==> config.mk <==
export PLATFORM = sky130hd
export DESIGN_NAME = door_drive_mode_controller_flat
export DESIGN_NICKNAME = d
export VERILOG_FILES = /design/src/ddmc_pkg.sv /design/src/ddmc_if.sv /design/src/door_drive_mode_controller.sv /design/src/flat_wrapper.sv
export SDC_FILE = /design/constraint.sdc
export NUM_CORES = 1
export LEC_CHECK = 0
export BUFFER_PORTS_ARGS = -buffer_cell sky130_fd_sc_hd__buf_4
export CORE_MARGIN = 4
export CORE_UTILIZATION = 40
export DETAILED_ROUTE_END_ITERATION = 16
export HOLD_SLACK_MARGIN = 0.02
export PLACE_DENSITY_LB_ADDON = 0.2
export SLEW_MARGIN = 5
export SYNTH_ARGS = -nofsm -noshare
export SYNTH_HDL_FRONTEND = slang
export SYNTH_SLANG_ARGS = --single-unit
==> constraint.sdc <==
create_clock -name i_clk -period 3.5 [get_ports i_clk]
set_input_delay 0.7 -clock i_clk [delete_from_list [all_inputs] [get_ports i_clk]]
set_output_delay 0.7 -clock i_clk [all_outputs]
set_load 0.005 [all_outputs]
==> src/ddmc_pkg.sv <==
// Shared types, decision tables and lookup functions of the door drive mode controller.
package ddmc_pkg;

    // Drive bit positions inside a table entry.
    localparam int unsigned DRV_OPEN  = 0;
    localparam int unsigned DRV_CLOSE = 1;
    localparam int unsigned DRV_LAMP  = 2;

    localparam logic [2:0] DRV_NONE = 3'b000;
    localparam logic [2:0] DRV_OP   = 3'b001;
    localparam logic [2:0] DRV_CL   = 3'b110;
    localparam logic [2:0] DRV_WARN = 3'b100;

    localparam int unsigned HOLD_W    = 16;
    localparam int unsigned PADDR_W   = 3;
    localparam int unsigned PDATA_W   = 32;
    localparam logic [HOLD_W-1:0] CLOSE_DELAY_RST = 16'd50;

    // Register index, taken from the word address bit.
    localparam logic REG_CLOSE_DELAY = 1'b0;

    typedef enum logic [2:0] {
        RUN_NONE   = 3'b001,
        RUN_MANUAL = 3'b010,
        RUN_AUTO   = 3'b100
    } t_mode;

    typedef enum logic [2:0] {
        M_REST    = 3'b001,
        M_CLOSING = 3'b010,
        M_OPENING = 3'b100
    } t_man_phase;

    typedef enum logic [3:0] {
        A_MOVING  = 4'b0001,
        A_BARRIER = 4'b0010,
        A_REST    = 4'b0100,
        A_INITIAL = 4'b1000
    } t_auto_phase;

    typedef struct packed {
        t_man_phase phase;
        logic [2:0] drv;
    } t_man_ent;

    typedef struct packed {
        t_auto_phase phase;
        logic [2:0]  drv;
    } t_auto_ent;

    function automatic t_man_ent me(t_man_phase ph, logic [2:0] drv);
        t_man_ent ent;
        ent.phase = ph;
        ent.drv   = drv;
        return ent;
    endfunction

    function automatic t_auto_ent ae(t_auto_phase ph, logic [2:0] drv);
        t_auto_ent ent;
        ent.phase = ph;
        ent.drv   = drv;
        return ent;
    endfunction

    // Manual tables, index {open_limit, open_button, closed_limit, close_button}.
    localparam t_man_ent MAN_TAB_REST [16] = '{
        me(M_REST, DRV_NONE), me(M_REST, DRV_NONE), me(M_REST, DRV_NONE),
        me(M_REST, DRV_NONE),
        me(M_REST, DRV_NONE), me(M_REST, DRV_NONE), me(M_OPENING, DRV_OP),
        me(M_OPENING, DRV_OP),
        me(M_REST, DRV_NONE), me(M_CLOSING, DRV_CL), me(M_REST, DRV_NONE),
        me(M_REST, DRV_NONE),
        me(M_REST, DRV_NONE), me(M_REST, DRV_NONE), me(M_REST, DRV_NONE),
        me(M_REST, DRV_NONE)
    };

    localparam t_man_ent MAN_TAB_CLOSING [16] = '{
        me(M_CLOSING, DRV_CL), me(M_CLOSING, DRV_CL), me(M_REST, DRV_NONE),
        me(M_REST, DRV_NONE),
        me(M_OPENING, DRV_OP), me(M_OPENING, DRV_OP), me(M_OPENING, DRV_OP),
        me(M_OPENING, DRV_OP),
        me(M_CLOSING, DRV_CL), me(M_CLOSING, DRV_CL),
        me(M_CLOSING, DRV_NONE), me(M_CLOSING, DRV_NONE),
        me(M_REST, DRV_NONE), me(M_REST, DRV_NONE),
        me(M_CLOSING, DRV_NONE), me(M_CLOSING, DRV_NONE)
    };

    localparam t_man_ent MAN_TAB_OPENING [16] = '{
        me(M_OPENING, DRV_OP), me(M_OPENING, DRV_NONE),
        me(M_OPENING, DRV_OP), me(M_OPENING, DRV_OP),
        me(M_OPENING, DRV_OP), me(M_OPENING, DRV_OP), me(M_OPENING, DRV_OP),
        me(M_OPENING, DRV_OP),
        me(M_REST, DRV_NONE), me(M_OPENING, DRV_NONE),
        me(M_OPENING, DRV_NONE), me(M_OPENING, DRV_NONE),
        me(M_REST, DRV_NONE), me(M_REST, DRV_NONE),
        me(M_OPENING, DRV_NONE), me(M_OPENING, DRV_NONE)
    };

    // Automatic tables, index {open_limit, closed_limit, any_barrier}.
    localparam t_auto_ent AUTO_TAB_MOVING [8] = '{
        ae(A_MOVING, DRV_CL), ae(A_MOVING, DRV_OP), ae(A_REST, DRV_NONE), ae(A_MOVING, DRV_NONE),
        ae(A_REST, DRV_NONE), ae(A_BARRIER, DRV_NONE), ae(A_MOVING, DRV_NONE),
        ae(A_MOVING, DRV_NONE)
    };

    localparam t_auto_ent AUTO_TAB_BARRIER [8] = '{
        ae(A_MOVING, DRV_OP), ae(A_BARRIER, DRV_OP), ae(A_BARRIER, DRV_OP),
        ae(A_BARRIER, DRV_NONE),
        ae(A_REST, DRV_NONE), ae(A_BARRIER, DRV_NONE), ae(A_BARRIER, DRV_NONE),
        ae(A_BARRIER, DRV_NONE)
    };

    localparam t_auto_ent AUTO_TAB_REST [8] = '{
        ae(A_REST, DRV_NONE), ae(A_REST, DRV_NONE), ae(A_REST, DRV_NONE), ae(A_BARRIER, DRV_OP),
        ae(A_MOVING, DRV_CL), ae(A_BARRIER, DRV_NONE), ae(A_REST, DRV_NONE), ae(A_REST, DRV_NONE)
    };

    localparam t_auto_ent AUTO_TAB_INITIAL [8] = '{
        ae(A_MOVING, DRV_OP), ae(A_BARRIER, DRV_OP), ae(A_REST, DRV_OP), ae(A_BARRIER, DRV_OP),
        ae(A_REST, DRV_OP), ae(A_BARRIER, DRV_OP), ae(A_INITIAL, DRV_NONE),
        ae(A_INITIAL, DRV_NONE)
    };

    function automatic t_man_ent man_lookup(t_man_phase ph, logic [3:0] idx);
        t_man_ent ent;
        case (ph)
            M_CLOSING: ent = MAN_TAB_CLOSING[idx];
            M_OPENING: ent = MAN_TAB_OPENING[idx];
            default:   ent = MAN_TAB_REST[idx];
        endcase
        return ent;
    endfunction

    function automatic t_auto_ent auto_lookup(t_auto_phase ph, logic [2:0] idx);
        t_auto_ent ent;
        case (ph)
            A_MOVING:  ent = AUTO_TAB_MOVING[idx];
            A_BARRIER: ent = AUTO_TAB_BARRIER[idx];
            A_REST:    ent = AUTO_TAB_REST[idx];
            default:   ent = AUTO_TAB_INITIAL[idx];
        endcase
        return ent;
    endfunction

endpackage

==> src/ddmc_if.sv <==
// Valid/ready channel interfaces for sensor samples and drive results.
interface ddmc_req_if;
    logic valid;
    logic ready;
    logic auto_select;
    logic at_open_limit;
    logic at_closed_limit;
    logic open_button;
    logic close_button;
    logic approach_barrier;
    logic collision_barrier;

    modport source (
        output valid, auto_select, at_open_limit, at_closed_limit, open_button,
               close_button, approach_barrier, collision_barrier,
        input  ready
    );
    modport sink (
        input  valid, auto_select, at_open_limit, at_closed_limit, open_button,
               close_button, approach_barrier, collision_barrier,
        output ready
    );
endinterface

interface ddmc_rsp_if;
    logic       valid;
    logic       ready;
    logic       drive_open;
    logic       drive_close;
    logic       warn_light;
    logic [1:0] fault_bits;

    modport source (
        output valid, drive_open, drive_close, warn_light, fault_bits,
        input  ready
    );
    modport sink (
        input  valid, drive_open, drive_close, warn_light, fault_bits,
        output ready
    );
endinterface

==> src/door_drive_mode_controller.sv <==
// Door drive mode controller: manual and automatic door state machines with fault checks.
// A request accepted into the input register passes on into the result register, where its
// result waits until it is taken.
// Throughput: one request per cycle; the input register and the result register each
// advance whenever the result register is empty or its result is being taken.
// Reset (synchronous, active low) empties both registers and restores all state defaults.
module door_drive_mode_controller
    import ddmc_pkg::*;
(
    input  logic               i_clk,
    input  logic               i_rst_n,
    ddmc_req_if.sink           i_req,
    ddmc_rsp_if.source         o_rsp,
    input  logic               i_psel,
    input  logic               i_penable,
    input  logic               i_pwrite,
    input  logic [PADDR_W-1:0] i_paddr,
    input  logic [PDATA_W-1:0] i_pwdata,
    output logic [PDATA_W-1:0] o_prdata,
    output logic               o_pready
);

    // ------------------------------------------------------------------
    // Configuration register. Only the close delay exists; it sits at the
    // word with address bit 2 clear. The other word reads as zero and
    // ignores writes. The close delay comes out of reset at 50 ticks.
    // ------------------------------------------------------------------
    logic [HOLD_W-1:0] r_close_delay;
    logic              cfg_wr;

    assign o_pready = 1'b1;
    assign cfg_wr   = i_psel & i_penable & i_pwrite & o_pready
                      & (i_paddr[2] == REG_CLOSE_DELAY);

    always_ff @(posedge i_clk) begin
        if (!i_rst_n) begin
            r_close_delay <= CLOSE_DELAY_RST;
        end else if (cfg_wr) begin
            r_close_delay <= i_pwdata[HOLD_W-1:0];
        end
    end

    always_comb begin
        o_prdata = '0;
        if (i_paddr[2] == REG_CLOSE_DELAY) begin
            o_prdata = {{(PDATA_W-HOLD_W){1'b0}}, r_close_delay};
        end
    end

    // ------------------------------------------------------------------
    // Pipeline control. The input register refills in the same cycle as it
    // drains, so a new request can enter every cycle while the downstream
    // side keeps taking results.
    // ------------------------------------------------------------------
    logic r_in_vld;
    logic r_out_vld;
    logic advance;
    logic take_in;

    assign advance     = !r_out_vld || o_rsp.ready;
    assign i_req.ready = !r_in_vld || advance;
    assign take_in     = i_req.valid && i_req.ready;

    // Captured sensor sample.
    logic r_as;
    logic r_ol;
    logic r_cl;
    logic r_ob;
    logic r_cb;
    logic r_lb;

    always_ff @(posedge i_clk) begin
        if (!i_rst_n) begin
            r_in_vld <= 1'b0;
        end else if (take_in) begin
            r_in_vld <= 1'b1;
        end else if (advance) begin
            r_in_vld <= 1'b0;
        end
    end

    // The two light barriers only ever matter together, so they are merged here.
    always_ff @(posedge i_clk) begin
        if (take_in) begin
            r_as <= i_req.auto_select;
            r_ol <= i_req.at_open_limit;
            r_cl <= i_req.at_closed_limit;
            r_ob <= i_req.open_button;
            r_cb <= i_req.close_button;
            r_lb <= i_req.approach_barrier | i_req.collision_barrier;
        end
    end

    // ------------------------------------------------------------------
    // Controller state. After reset no mode is active, the manual machine
    // is at rest, the automatic machine is initial and the hold counter is
    // zero.
    // ------------------------------------------------------------------
    t_mode             r_mode;
    t_man_phase        r_man_phase;
    t_auto_phase       r_auto_phase;
    logic [HOLD_W-1:0] r_hold;

    t_mode             n_mode;
    t_man_phase        n_man_phase;
    t_auto_phase       n_auto_phase;
    logic [HOLD_W-1:0] n_hold;

    t_man_phase        man_ph;
    t_auto_phase       auto_ph;
    logic [HOLD_W-1:0] hold_cur;
    t_man_ent          man_ent;
    t_auto_ent         auto_ent;
    logic [2:0]        drv;
    logic [1:0]        fault;

    logic              n_drive_open;
    logic              n_drive_close;
    logic              n_warn_light;
    logic [1:0]        n_fault_bits;

    always_comb begin
        // A machine that was not the one running on the previous tick starts
        // from its reset phase; the automatic one also restarts its hold counter.
        man_ph   = (r_mode == RUN_MANUAL) ? r_man_phase : M_REST;
        auto_ph  = (r_mode == RUN_AUTO) ? r_auto_phase : A_INITIAL;
        hold_cur = (r_mode == RUN_AUTO) ? r_hold : '0;

        man_ent  = man_lookup(man_ph, {r_ol, r_ob, r_cl, r_cb});
        auto_ent = auto_lookup(auto_ph, {r_ol, r_cl, r_lb});

        n_man_phase  = r_man_phase;
        n_auto_phase = r_auto_phase;
        n_hold       = r_hold;

        if (r_as) begin
            drv          = auto_ent.drv;
            n_auto_phase = auto_ent.phase;
            // Closing is held back while the counter runs down. Any tick that
            // does not ask for the close motor rearms the counter.
            if (drv[DRV_CLOSE]) begin
                n_hold = hold_cur;
                if (hold_cur != '0) begin
                    n_hold         = hold_cur - 1'b1;
                    drv[DRV_CLOSE] = 1'b0;
                    drv[DRV_LAMP]  = 1'b0;
                end
            end else begin
                n_hold = r_close_delay;
            end
            n_mode = RUN_AUTO;
        end else begin
            drv         = man_ent.drv;
            n_man_phase = man_ent.phase;
            n_mode      = RUN_MANUAL;
        end

        // Both end switches at once, or a motor driven while either end switch is
        // active, is a fault: motors off, lamp on, and the next request re-initializes.
        fault[0] = r_ol & r_cl;
        fault[1] = (r_ol | r_cl) & (drv[DRV_OPEN] | drv[DRV_CLOSE]);
        if (fault != 2'b00) begin
            drv    = DRV_WARN;
            n_mode = RUN_NONE;
        end

        n_drive_open  = drv[DRV_OPEN];
        n_drive_close = drv[DRV_CLOSE];
        n_warn_light  = drv[DRV_LAMP];
        n_fault_bits  = fault;
    end

    // State moves only when a request actually passes into the result register.
    always_ff @(posedge i_clk) begin
        if (!i_rst_n) begin
            r_mode       <= RUN_NONE;
            r_man_phase  <= M_REST;
            r_auto_phase <= A_INITIAL;
            r_hold       <= '0;
        end else if (r_in_vld && advance) begin
            r_mode       <= n_mode;
            r_man_phase  <= n_man_phase;
            r_auto_phase <= n_auto_phase;
            r_hold       <= n_hold;
        end
    end

    // ------------------------------------------------------------------
    // Result register.
    // ------------------------------------------------------------------
    always_ff @(posedge i_clk) begin
        if (!i_rst_n) begin
            r_out_vld <= 1'b0;
        end else if (advance) begin
            r_out_vld <= r_in_vld;
        end
    end

    always_ff @(posedge i_clk) begin
        if (r_in_vld && advance) begin
            o_rsp.drive_open  <= n_drive_open;
            o_rsp.drive_close <= n_drive_close;
            o_rsp.warn_light  <= n_warn_light;
            o_rsp.fault_bits  <= n_fault_bits;
        end
    end

    assign o_rsp.valid = r_out_vld;

endmodule
==> src/flat_wrapper.sv <==
// flat-port wrapper written by rule: the top's interface ports become plain ports
module door_drive_mode_controller_flat import ddmc_pkg::*;
  (i_clk, i_rst_n, i_psel, i_penable, i_pwrite, i_paddr, i_pwdata, o_prdata, o_pready, i_req_valid, i_req_auto_select, i_req_at_open_limit, i_req_at_closed_limit, i_req_open_button, i_req_close_button, i_req_approach_barrier, i_req_collision_barrier, i_req_ready, o_rsp_valid, o_rsp_drive_open, o_rsp_drive_close, o_rsp_warn_light, o_rsp_fault_bits, o_rsp_ready);
  ddmc_req_if i_req_i ();
  ddmc_rsp_if o_rsp_i ();
  input  logic i_clk;
  input  logic i_rst_n;
  input  logic i_psel;
  input  logic i_penable;
  input  logic i_pwrite;
  input  logic [PADDR_W-1:0] i_paddr;
  input  logic [PDATA_W-1:0] i_pwdata;
  output logic [PDATA_W-1:0] o_prdata;
  output logic o_pready;
  input wire logic [$bits(i_req_i.valid)-1:0] i_req_valid;
  input wire logic [$bits(i_req_i.auto_select)-1:0] i_req_auto_select;
  input wire logic [$bits(i_req_i.at_open_limit)-1:0] i_req_at_open_limit;
  input wire logic [$bits(i_req_i.at_closed_limit)-1:0] i_req_at_closed_limit;
  input wire logic [$bits(i_req_i.open_button)-1:0] i_req_open_button;
  input wire logic [$bits(i_req_i.close_button)-1:0] i_req_close_button;
  input wire logic [$bits(i_req_i.approach_barrier)-1:0] i_req_approach_barrier;
  input wire logic [$bits(i_req_i.collision_barrier)-1:0] i_req_collision_barrier;
  output wire logic [$bits(i_req_i.ready)-1:0] i_req_ready;
  output wire logic [$bits(o_rsp_i.valid)-1:0] o_rsp_valid;
  output wire logic [$bits(o_rsp_i.drive_open)-1:0] o_rsp_drive_open;
  output wire logic [$bits(o_rsp_i.drive_close)-1:0] o_rsp_drive_close;
  output wire logic [$bits(o_rsp_i.warn_light)-1:0] o_rsp_warn_light;
  output wire logic [$bits(o_rsp_i.fault_bits)-1:0] o_rsp_fault_bits;
  input wire logic [$bits(o_rsp_i.ready)-1:0] o_rsp_ready;
  assign i_req_i.valid = i_req_valid;
  assign i_req_i.auto_select = i_req_auto_select;
  assign i_req_i.at_open_limit = i_req_at_open_limit;
  assign i_req_i.at_closed_limit = i_req_at_closed_limit;
  assign i_req_i.open_button = i_req_open_button;
  assign i_req_i.close_button = i_req_close_button;
  assign i_req_i.approach_barrier = i_req_approach_barrier;
  assign i_req_i.collision_barrier = i_req_collision_barrier;
  assign i_req_ready = i_req_i.ready;
  assign o_rsp_valid = o_rsp_i.valid;
  assign o_rsp_drive_open = o_rsp_i.drive_open;
  assign o_rsp_drive_close = o_rsp_i.drive_close;
  assign o_rsp_warn_light = o_rsp_i.warn_light;
  assign o_rsp_fault_bits = o_rsp_i.fault_bits;
  assign o_rsp_i.ready = o_rsp_ready;
  door_drive_mode_controller u_core (.i_clk(i_clk), .i_rst_n(i_rst_n), .i_req(i_req_i), .o_rsp(o_rsp_i), .i_psel(i_psel), .i_penable(i_penable), .i_pwrite(i_pwrite), .i_paddr(i_paddr), .i_pwdata(i_pwdata), .o_prdata(o_prdata), .o_pready(o_pready));
endmodule
==> results by group, run 1 <==
Worst setup path
  – Worst R2R Path Depth: 9
  – CP arrival: just under 3000 ps
  – RR Endpoint: u_core.r_mode[0]$_SDFFE_PN1P_
  – Worst-path maximum fanout: 14
  – Worst setup EP type: flop
  – Critical R2R Launch: u_core.r_mode[2]$_SDFFE_PN0P_
  – WS Path Type: reg2reg
  – Reg2reg setup slack: between 700 and 800 ps
  – CP Data Required Time: 3700 ps
  – CP Launch Type: flop

Route
  – DRT Pass-1 Iters: 5
  – DR vias/cell: approximately 5.6
  – WL/cell: around 15 um
  – DRT Wirelength: around 8700 um
  – Routed Antenna Nets: 0
  – Initial drt markers: 224
  – Number of remaining DRC errors: 0
  – DR vias: 3208

Clocking
  – Number of CTS-inserted buffers: 5
  – Post-cts hold buffer count: 0
  – CTS tree: built
  – Clk root buf: clkbuf_8
  – Htree depth: 2
  – Sink Count: between 50 and 60
  – Reg clk slew, reported paths: ~100 ps
  – CTS resizes: 0
  – Worst skew pair latency: about 310 ps
  – Longest Clk Path Bufs: 2
  – # Post-CTS Setup Buffers: 0

Die
  – Die footprint: 9800 um2
  – Chip Width: approximately 99 um
  – Core Rows: 32
  – Vert. Die Dim: a little under 100 um
  – Initial Util: a little over two fifths
  – Core Region: a little under 8000 um2
  – Top Ports: 89

Synth
  – Synth Flop Type: dfxtp_1
  – EDFF count, synth: 11
  – Post-synth design cell area: 3310 um2
  – Mapped Cells: roughly 430
  – Cell taking the most area after synthesis: dfxtp_1
  – Top cells by area, synth: dfxtp_1 (27%), edfxtp_1 (10%), nand2_1 (6.5%), a21oi_1 (5.6%), buf_4 (3.9%)
  – Synth async-reset ratio: 0%
  – Post-synth cell types: 62
  – Area share of the largest cell type after synthesis: 26.6%
  – Sequential area share after synthesis: a little over a third
  – Synthesized flop and latch total: 55
  – Yosys warning count: 0
  – Syn_area_per_cell: between 7 and 8 um2

GRT
  – Initial antenna violation count: 0
  – Vias in the first global route: slightly below 3000
  – Largest net degree at the start of global routing: 22
  – Gr usage total: between 15 and 20%
  – Grt total ovfl: 0
  – First-pass GRT wire length: about 14000 um

STA
  – Worst hold margin: around 480 ps
  – Worst-Margin Slew: between 600 and 700 ps
  – Setup_tns: 0 ps
  – Fin. Hold Viols: 0
  – Setup violators final: 0
  – RSZ-0062 raised after global routing: false
  – Slew margin rel.: a little over half
  – Period minus WS final: 2750 ps
  – Max Slew Vio Count: 0
  – Worst Clk Skew: ~6 ps
  – Fin crit share: between 70% and 80%
  – Setup ws final: around 750 ps
  – Highest Clock Rate: 364 MHz

Final layout
  – # diodes: 0
  – Share of layout cells above drive strength 1: between 10% and 20%
  – Commonest cells after routing, fill and taps aside: buf_4 (62), nand2_1 (57), dfxtp_1 (44)
  – Most common cell after layout, fill and taps aside: buf_4
  – Final cell count without fillers: around 570
  – Synth-to-Final Area Change: 15.5%
  – Nets@finish: approximately 520

Power and ir drop
  – Total power draw: 1.26 mW
  – Maximum VDD drop: 176 uV
  – Power Density: 329 nW/um2
  – Leakage: between 1 and 1.5 nW

Run
  – Max-Cap Viols: 0

Place
  – Worst slack at placement: around 800 ps
  – Buffers on Ports: 53
  – Placed insts: approximately 560
  – Routability cong.: approximately 0.8
  – HPWL after DPL: between 6000 and 7000 um

Worst hold path
  – Hold Crit Start: u_core.r_close_delay[7]$_SDFFE_PN0P_
  – Worst min path class: reg2reg
  – Hold Path End: u_core.r_close_delay[7]$_SDFFE_PN0P_
  – Hold Crit Depth: 2

Run status
  – Status: finished clean
==> worst max-delay path, stage by stage (launching register included) <==
cell and delay [ps]:
dfxtp_1 410, nor3b_1 200, buf_4 230, nand2_1 110, ha_1 250, and2_4 150
o21bai_1 160, a31o_1 240, or4_1 570, a221o_1 320
==> power breakdown <==
group / total [mW] / internal, mW / leakage, nW / switching, mW
clock: 0.352 / 0.141 / 0.0412 / 0.211
sequential: 0.701 / 0.671 / 0.462 / 0.0300
combinational: 0.204 / 0.0890 / 0.960 / 0.115
==> flip-flops by register name, summed over array words and instances (netlist names), 2 cells and up <==
register / flops
u_core.r_close_delay: 16
u_core.o_rsp.fault_bits: 2
u_core.r_man_phase: 3
u_core.r_mode: 3
u_core.r_auto_phase: 4
u_core.r_hold: 16
==> worst max path at each step <==
stage                                        startpoint                            end  slack (ps)
after floorplan           u_core.r_mode[2]$_SDFFE_PN0P_  u_core.r_mode[0]$_SDFFE_PN1P_         670
after global routing      u_core.r_mode[0]$_SDFFE_PN1P_  u_core.r_hold[8]$_SDFFE_PN0P_         600
final                     u_core.r_mode[2]$_SDFFE_PN0P_  u_core.r_mode[0]$_SDFFE_PN1P_         750
after detailed placement  u_core.r_mode[2]$_SDFFE_PN0P_  u_core.r_mode[0]$_SDFFE_PN1P_         800
after global placement    u_core.r_mode[2]$_SDFFE_PN0P_  u_core.r_mode[0]$_SDFFE_PN1P_         810
after CTS                 u_core.r_mode[2]$_SDFFE_PN0P_  u_core.r_mode[0]$_SDFFE_PN1P_         770
==> layer usage <==
layer | vias to the layer above | routed length, um | GRT usage, % | share of wire, %
met5 | - | 0 | 0 | 0
met4 | 0 | 118 | 4.83 | 1.3
met2 | 145 | 3800 | 26.5 | 43
met3 | 12 | 649 | 2.97 | 7.4
met1 | 1454 | 4180 | 24.9 | 48
li1 | 1597 | - | - | -
==> logic make-up after synthesis <==
kind of cell / after synthesis / share of synthesized area [%]
other: 2 / 0.227
AOI/OAI and AO/OA: 130 / 25.4
and+or+nand+nor: 179 / 27.9
buffers and inverters: 54 / 8.09
DFF: 55 / 36.6
xor gates and xnor gates: 4 / 1.06
adders and majority gates: 2 / 0.756
==> per-stage QoR <==
step	cell area, um2	util, %
6_report	3820	48.5
3_3_place_gp	3740	47.4
2_1_floorplan	3370	-
5_1_grt	3820	48.5
3_5_place_dp	3740	47.4
4_1_cts	3820	48.5
==> area by class of cell <==
| cell class | instances | area, um2 |
|---|---|---|
| clock buffer | 6 | 72.6 |
| clock inverter | 2 | 12.5 |
| fill | 771 | 4070 |
| inverter | 12 | 45.0 |
| multi-input combinational | 332 | 1890 |
| sequential | 55 | 1210 |
| tap | 102 | 128 |
| timing repair buffer | 62 | 465 |
==> Yosys cell counts, drive strengths merged, types with 2 or more instances <==
| cell type | number |
|---|---|
| a311oi | 2 |
| a211oi | 9 |
| xor2 | 2 |
| and2 | 2 |
| a21boi | 5 |
| o31ai | 3 |
| xnor2 | 2 |
| nor4 | 8 |
| a21o | 2 |
| o21a | 3 |
| clkbuf | 22 |
| nor2b | 19 |
| nand2 | 57 |
| nor2 | 29 |
| o211a | 3 |
| o22ai | 7 |
| o211ai | 7 |
| dfxtp | 44 |
| inv | 11 |
| o311ai | 2 |
| buf | 20 |
| or4 | 3 |
| and3 | 3 |
| a221oi | 4 |
| nand3 | 17 |
| conb | 2 |
| nand2b | 6 |
| nor3b | 3 |
| o21ai | 27 |
| a31o | 3 |
| a21oi | 37 |
| or3b | 3 |
| or3 | 3 |
| ha | 2 |
| nor3 | 17 |
| edfxtp | 11 |
| nor4b | 3 |
| a31oi | 6 |
| nand4b | 2 |
No activity file was read; power rests on OpenSTA's default activity.
==> run 2, diff against run 1 <==
==> constraint.sdc (replaced) <==
create_clock -name i_clk -period 2.52 [get_ports i_clk]
set_input_delay 0.504 -clock i_clk [delete_from_list [all_inputs] [get_ports i_clk]]
set_output_delay 0.504 -clock i_clk [all_outputs]
set_load 0.005 [all_outputs]
==> results by group, run 2 (synthesis results as in run 1) <==
Route
  – Top layer reached by signal wires: met4
  – Initial drt markers: approximately 210
  – M1 WL: ~4300 um
  – Number of remaining DRC errors: 0
  – DRT Wirelength: slightly above 9000 um
  – DR vias/cell: ~5.6
  – Metal3 WL: between 500 and 600 um
  – Met2 Wirelength: between 4000 and 5000 um
  – DRT Pass-1 Iters: 5
  – WL/cell: about 15 um
  – DR vias: ~3300
  – Routed Antenna Nets: 0

Worst setup path
  – WS Path Type: reg2reg
  – Worst setup EP type: flop
  – CP Data Required Time: 2730 ps
  – Crit-path cells: nor3b_4 > nand2_1 > ha_2 > and2_4 > o21bai_1 > a31o_1 > or4_4 > a221o_1
  – CP arrival: roughly 2600 ps
  – Worst-path maximum fanout: 4
  – Critical path startpoint: u_core.r_mode[2]$_SDFFE_PN0P_
  – Worst path slowest cell: or4_4
  – Critical R2R Launch: u_core.r_mode[2]$_SDFFE_PN0P_
  – Critical Path Max Stage Delay: 520 ps
  – CP Launch Type: flop

Clocking
  – Sink Count: 55
  – Clk root buf: clkbuf_8
  – Worst skew pair latency: 320 ps
  – CTS tree: built
  – Number of CTS-inserted buffers: 5
  – Htree depth: 2
  – Reg clk slew, reported paths: 100 ps
  – Longest Clk Path Bufs: 2

Power and ir drop
  – Leakage: approximately 1.6 nW
  – Maximum VDD drop: about 260 uV
  – Power Density: slightly below 500 nW/um2

Die
  – Chip Width: 99.0 um
  – Initial Util: 42.0%
  – Top Ports: slightly below 90
  – Core Region: about 8000 um2
  – Vert. Die Dim: between 90 and 100 um
  – Die footprint: 9800 um2
  – Core Rows: 32

Place
  – Placement Cell Area: between 3000 and 4000 um2
  – Worst slack at placement: ~90 ps
  – Routability cong.: between 0.9 and 1
  – HPWL after DPL: 6460 um
  – Buffers on Ports: 53

Run
  – Max-Cap Viols: 0

GRT
  – Vias in the first global route: 3025
  – Largest net degree at the start of global routing: 21
  – Grt total ovfl: 0
  – Initial antenna violation count: 0
  – First-pass GRT wire length: about 15000 um
  – Gr usage total: between 10% and 20%

Run status
  – Status: finished clean

STA
  – Fin. Hold Viols: 0
  – Setup ws final: ~94 ps
  – RSZ-0062 raised after global routing: true
  – Highest Clock Rate: roughly 410 MHz
  – Period minus WS final: roughly 2400 ps
  – Max Slew Vio Count: 0
  – Setup violators final: 0
  – Setup_tns: 0 ps
  – Fin crit share: between 90% and 100%
  – Worst Clk Skew: between 7 and 8 ps
  – Worst-Margin Slew: 1040 ps
  – Slew margin rel.: about 30%

Final layout
  – Share of layout cells above drive strength 1: approximately a fifth
  – # diodes: 0
  – Top flop regs: u_core.r_close_delay: 16 flops, u_core.r_hold: 16 flops, u_core.r_auto_phase: 4 flops
  – Fin area: about 4000 um2
  – Nets@finish: between 500 and 600
  – Synth-to-Final Area Change: 22.2%
  – Layout Utilization: ~51%
  – Commonest cells after routing, fill and taps aside: buf_4 (78), nand2_1 (56), dfxtp_1 (42)
  – Most common cell after layout, fill and taps aside: buf_4

Worst hold path
  – Hold Crit Start: i_req_open_button
  – Worst min path class: in2reg
## run 2: layout make-up
class | instances | area (um2)
tap | 102 | 128
sequential | 55 | 1220
clock inverter | 1 | 30.0
timing repair buffer | 79 | 606
multi-input combinational | 332 | 1920
fill | 754 | 3840
inverter | 12 | 45.0
clock buffer | 7 | 97.6
## run 2: final timing paths
path                                                        endpoint  slack (ps)  cells after the start
worst min register to register  u_core.r_close_delay[9]$_SDFFE_PN0P_         470                      2
worst max register to register         u_core.r_mode[0]$_SDFFE_PN1P_          90                      8
worst min-delay path                           u_core.r_ob$_DFFE_PP_         350                      1
worst max-delay path                   u_core.r_mode[0]$_SDFFE_PN1P_          90                      8
## run 2: per-layer routing
| metal | track usage [%] | up-vias |
|---|---|---|
| met5 | 0 | - |
| met4 | 5.46 | 0 |
| met3 | 3.26 | 19 |
| met2 | 28.4 | 126 |
| met1 | 25.4 | 1542 |
| li1 | - | 1629 |
## run 2: report_power, final
group,internal (mW),total [mW],leakage [nW],switching (mW)
Clock,0.358,0.670,0.0636,0.312
Sequential,0.932,0.966,0.462,0.0345
Combinational,0.142,0.316,1.05,0.174
## run 2: through the flow
step / hold slack, ps / power (mW) / instances
after detailed placement: 466 / 1.29 / 579
after global placement: 457 / 1.29 / 579
final: 353 / 1.95 / 588
after CTS: 352 / 1.95 / 587
after global routing: 333 / 2.04 / 588
after floorplan: 445 / 1.18 / 441
## run 2: what timing repair did
action | in CTS | in global routing
gates resized for setup | 0 | 6
endpoints found under the setup margin | 0 | 2
hold buffers | 0 | 0
setup buffers | 0 | 1
## run 2: critical path, delay by kind of cell (launching register included)
family,cells,cell delay (ps)
flops,1,360
simple gates,4,1040
compound gates,3,710
fa+ha+maj,1,210
